--- config.mk ---
export PLATFORM = sky130hd
export DESIGN_NAME = rws_cell
export DESIGN_NICKNAME = d
export VERILOG_FILES = /design/src/rtl/core/rws_cell.sv
export SDC_FILE = /design/constraint.sdc
export NUM_CORES = 1
export LEC_CHECK = 0
export BUFFER_PORTS_ARGS = -buffer_cell sky130_fd_sc_hd__clkbuf_2
export CAP_MARGIN = 20
export CORE_MARGIN = 2
export CORE_UTILIZATION = 50
export DETAILED_ROUTE_END_ITERATION = 10
export PLACE_DENSITY = 0.78
export SLEW_MARGIN = 20
export SYNTH_ARGS = -nofsm -noshare
export SYNTH_HDL_FRONTEND = slang
export SYNTH_SLANG_ARGS = --single-unit
--- constraint.sdc ---
create_clock -name clk -period 6.5 [get_ports clk]
set_input_delay 0.325 -clock clk [delete_from_list [all_inputs] [get_ports clk]]
set_output_delay 0.325 -clock clk [all_outputs]
set_load 0.02 [all_outputs]
--- src/rtl/core/rws_cell.sv ---
// One wheel cell: holds a weight and updates the token passing through it.
module rws_cell #(
  parameter int MAX_MEMBERS  = 256,
  parameter int WEIGHT_WIDTH = 32,
  parameter int DRAW_WIDTH   = 40
) (
  input  logic                    clk,
  input  logic                    rst,
  input  logic                    we,
  input  logic [WEIGHT_WIDTH-1:0] wdata,
  input  logic                    minimize,
  input  logic [DRAW_WIDTH-1:0]   draw,
  input  logic [$clog2(MAX_MEMBERS+1)+2*$clog2(MAX_MEMBERS)+2*WEIGHT_WIDTH+$clog2(MAX_MEMBERS)+3:0]
                                  tok_in,
  output logic [$clog2(MAX_MEMBERS+1)+2*$clog2(MAX_MEMBERS)+2*WEIGHT_WIDTH+$clog2(MAX_MEMBERS)+3:0]
                                  tok_out
);

  localparam int IDX_W = $clog2(MAX_MEMBERS);
  localparam int CNT_W = $clog2(MAX_MEMBERS + 1);
  localparam int RUN_W = WEIGHT_WIDTH + IDX_W + 1;
  localparam int CMP_W = (RUN_W > DRAW_WIDTH) ? RUN_W : DRAW_WIDTH;

  typedef struct packed {
    logic                    go;
    logic                    walk;
    logic                    found;
    logic [CNT_W-1:0]        left;
    logic [IDX_W-1:0]        pos;
    logic [IDX_W-1:0]        pick;
    logic [WEIGHT_WIDTH-1:0] maxw;
    logic [RUN_W-1:0]        run;
  } tok_t;

  logic [WEIGHT_WIDTH-1:0] weight;
  logic [WEIGHT_WIDTH:0]   eff;
  logic [RUN_W-1:0]        run_sum;
  logic                    hit;
  logic                    takes;
  tok_t                    tin;
  tok_t                    tok_next;
  tok_t                    tok;

  assign tin     = tok_in;
  assign tok_out = tok;

  always_ff @(posedge clk) begin
    if (we) begin
      weight <= wdata;
    end
  end

  always_comb begin
    // Inverted weight for minimize mode: max - w + 1
    if (minimize) begin
      eff = {1'b0, tin.maxw} - {1'b0, weight} + {{WEIGHT_WIDTH{1'b0}}, 1'b1};
    end else begin
      eff = {1'b0, weight};
    end
    run_sum = tin.run + RUN_W'(eff);
    hit     = CMP_W'(run_sum) > CMP_W'(draw);
    takes   = tin.go && (tin.left != '0);

    tok_next     = tin;
    tok_next.pos = tin.pos + 1'b1;
    if (takes) begin
      tok_next.left = tin.left - 1'b1;
      if (!tin.walk) begin
        if (weight > tin.maxw) begin
          tok_next.maxw = weight;
        end
      end else if (!tin.found) begin
        tok_next.run = run_sum;
        if (hit) begin
          tok_next.found = 1'b1;
          tok_next.pick  = tin.pos;
        end
      end
    end
  end

  always_ff @(posedge clk) begin
    if (rst) begin
      tok <= '0;
    end else begin
      tok <= tok_next;
    end
  end

endmodule

==> summary.txt <==
Global route
  – Global-route wire length before repair: 58,510 um
  – Vias in the first global route: 11,833
  – Initial antenna violation count: 0
  – Grt total ovfl: 0
  – Aggregate global-route resource usage: 0.2969
  – Largest net degree at the start of global routing: 88

Drt
  – Initial DRC Count: 910
  – Antenna-violating nets left: 0
  – Vias: 12,654
  – DRC errors left: 0
  – Pre-Repair DR Iteration Count: 5
  – Wire per inst: 16.89 um
  – Drt via density: 5.682
  – WL final: 37,610 um

Setup path
  – Critical path fanouts, max: 8
  – CP Launch Type: flip-flop
  – CP Class: reg2reg
  – Crit path required time: 6820 ps
  – Crit path buffers/inverters: 5
  – CP Depth: 31
  – Worst EP arrival: 7110 ps
  – Crit-path most repeated cell: ha_4
  – R2r worst-path depth: 31
  – CP endpoint kind: flip-flop
  – CP max stage delay: 530 ps
  – Worst path top cell family by delay: compound AO/OA/AOI/OAI gates
  – Slowest-stage cell, CP: or4_4

Clock tree
  – CTS Hold Bufs: 0
  – Num CTS Buffers: 17
  – Clk_lat worst skew: 440 ps
  – Worst-path clk slew: 70 ps
  – TritonCTS clock tree: yes
  – Clk sink count: 133
  – Clock tree buffer depth: 2
  – Number of H-tree levels: 4
  – CTS Root Buffer Type: clkbuf_16

Run status
  – Status: finished, violations left
  – Violated checks: setup timing

STA
  – Min Tclk post-route: 6793 ps
  – RSZ-0062 raised after global routing: yes
  – Layout Skew: 16.22 ps
  – Max Freq: 147.2 MHz
  – Worst slew pin tran: 957.2 ps
  – Final hold slack: 60.79 ps
  – Fin worst setup slack: -293.2 ps
  – Final hold violations: 0
  – Final setup viols: 9
  – Final Slew Violations: 0
  – Slew Limit Headroom: 0.3538
  – Period utilization: 1.045

Synth
  – EDFF count, synth: 32
  – Post-Synthesis Cell Area: 0.01162 mm^2
  – Syn. warnings: 0
  – Most common cell in the netlist: ha_1
  – Most used DFF post-synth: dfxtp_1
  – Async set-reset flop share out of synthesis: 0
  – Largest area contributor in the netlist: ha_1
  – Syn Inst Count: 1,469
  – Syn_area_per_cell: 7.913 um^2
  – Commonest cells post-synth: ha_1 (169), nand2_1 (163), inv_1 (131)
  – Synthesized Nets: 1,818
  – Synth Register Bits: 133
  – Synth area leaders: ha_1 (18%), dfxtp_1 (17%), edfxtp_1 (8.3%)
  – Share of the synthesized area in the top cell type: 0.1819
  – Distinct cells, synth: 71
  – Post-synthesis sequential area ratio: 0.2566

Floorplan
  – FP Rows: 55
  – Die W: 156.5 um
  – Io pins: 278
  – Starting Density: 0.5119
  – Die H: 156.5 um
  – Die area: 0.02449 mm^2
  – Core Box Area: 0.02271 mm^2

Placement
  – Pre-CTS WS: -660.1 ps
  – Port bufs: 277
  – Hpwl dp: 28,540 um
  – Routability cong.: 1.004

Pwr
  – Pwr dens: 255.1 mW/mm^2
  – Tot Pwr: 4047 uW
  – P_leak: 0.007878 uW
  – Max VDD drop: 0.1816 mV

Layout
  – Filler Cells Inserted: 1,804
  – Final nets: 2,277
  – Area grow syn2layout: 36.49%
  – Share of cells above drive strength 1: 0.3215

Hold path
  – Hold depth: 1
  – Tightest Hold Check Type: in2reg

Run
  – Maxcap violations: 0
## worst paths after layout
check | endpoint | slack (ps) | startpoint
worst max-delay path | tok_out[73]$_SDFF_PP0_ | -290 | weight[1]$_DFFE_PP_
worst min-delay path | weight[25]$_DFFE_PP_ | 60 | wdata[25]
worst max register to register | tok_out[73]$_SDFF_PP0_ | -290 | weight[1]$_DFFE_PP_
worst min register to register | tok_out[41]$_SDFF_PP0_ | 640 | weight[0]$_DFFE_PP_
## per-layer routing
metal / wire length, um / part of all wire / track usage / vias up
met3: 3017 / 0.080 / 0.04459 / 59
met2: 16870 / 0.45 / 0.4760 / 579
met4: 769 / 0.020 / 0.08737 / 0
li1: - / - / - / 6190
met5: 0 / 0 / 0 / -
met1: 16950 / 0.45 / 0.4139 / 5826
## registers in the layout, summed over array words and instances (netlist names)
name	cells
tok_out	101
weight	32
## power by group
| part | leakage, uW | internal [uW] | switching, uW | total, uW |
|---|---|---|---|---|
| registers | 0.00116 | 921 | 31.3 | 952 |
| clock network | 0.000281 | 511 | 460 | 971 |
| logic | 0.00644 | 975 | 1150 | 2120 |
## placed cells by master, fill, tap and decap left out, drive strengths merged, types with 26 or more instances in the layout
master    n
clkbuf  293
buf     234
ha      169
nand2   163
inv     141
a21oi   122
dfxtp   101
nor3     83
nor2     75
nand3    62
o21ai    57
xnor2    52
a31oi    46
a21o     39
o311ai   33
edfxtp   32
xor2     26
## layout make-up
type,instances,area [um^2],share of cell area
Clock inverter,15,150.1,0.009463
Sequential cell,133,2983,0.1880
Tap cell,285,356.6,0.02247
Timing Repair Buffer,510,3168,0.1997
Clock buffer,17,425.4,0.02681
Antenna cell,1,2.502,0.0001577
Multi-Input combinational cell,1134,8285,0.5222
Inverter,132,495.5,0.03123
## cell families after synthesis
family                   share of synthesized area
XOR/XNOR                                   0.05877
buffers and inverters                      0.06695
AND/OR/NAND/NOR                             0.1988
AO/OA/AOI/OAI                               0.2145
flip-flops                                  0.2566
adder cells (fa/ha/maj)                     0.1879
multiplexers                               0.01647
## repair_timing
item	4_1_cts	5_1_grt
resized for setup	24	50
setup endpoints to repair	9	9
pin swaps	30	49
hold endpoints to repair	0	0
setup buffers	8	8
## through the flow
| stage | instance area (um^2) | cells | TNS, ps | utilization |
|---|---|---|---|---|
| 3_5_place_dp | 14820 | 2178 | -5738 | 0.6525 |
| 5_1_grt | 15860 | 2226 | -4788 | 0.6986 |
| 2_1_floorplan | 11670 | 1469 | 0 | - |
| 4_1_cts | 15550 | 2218 | -2740 | 0.6846 |
| 3_3_place_gp | 14820 | 2178 | -2721 | 0.6525 |
| 6_report | 15870 | 2227 | -2391 | 0.6987 |
(Power assumes the default switching activity.)
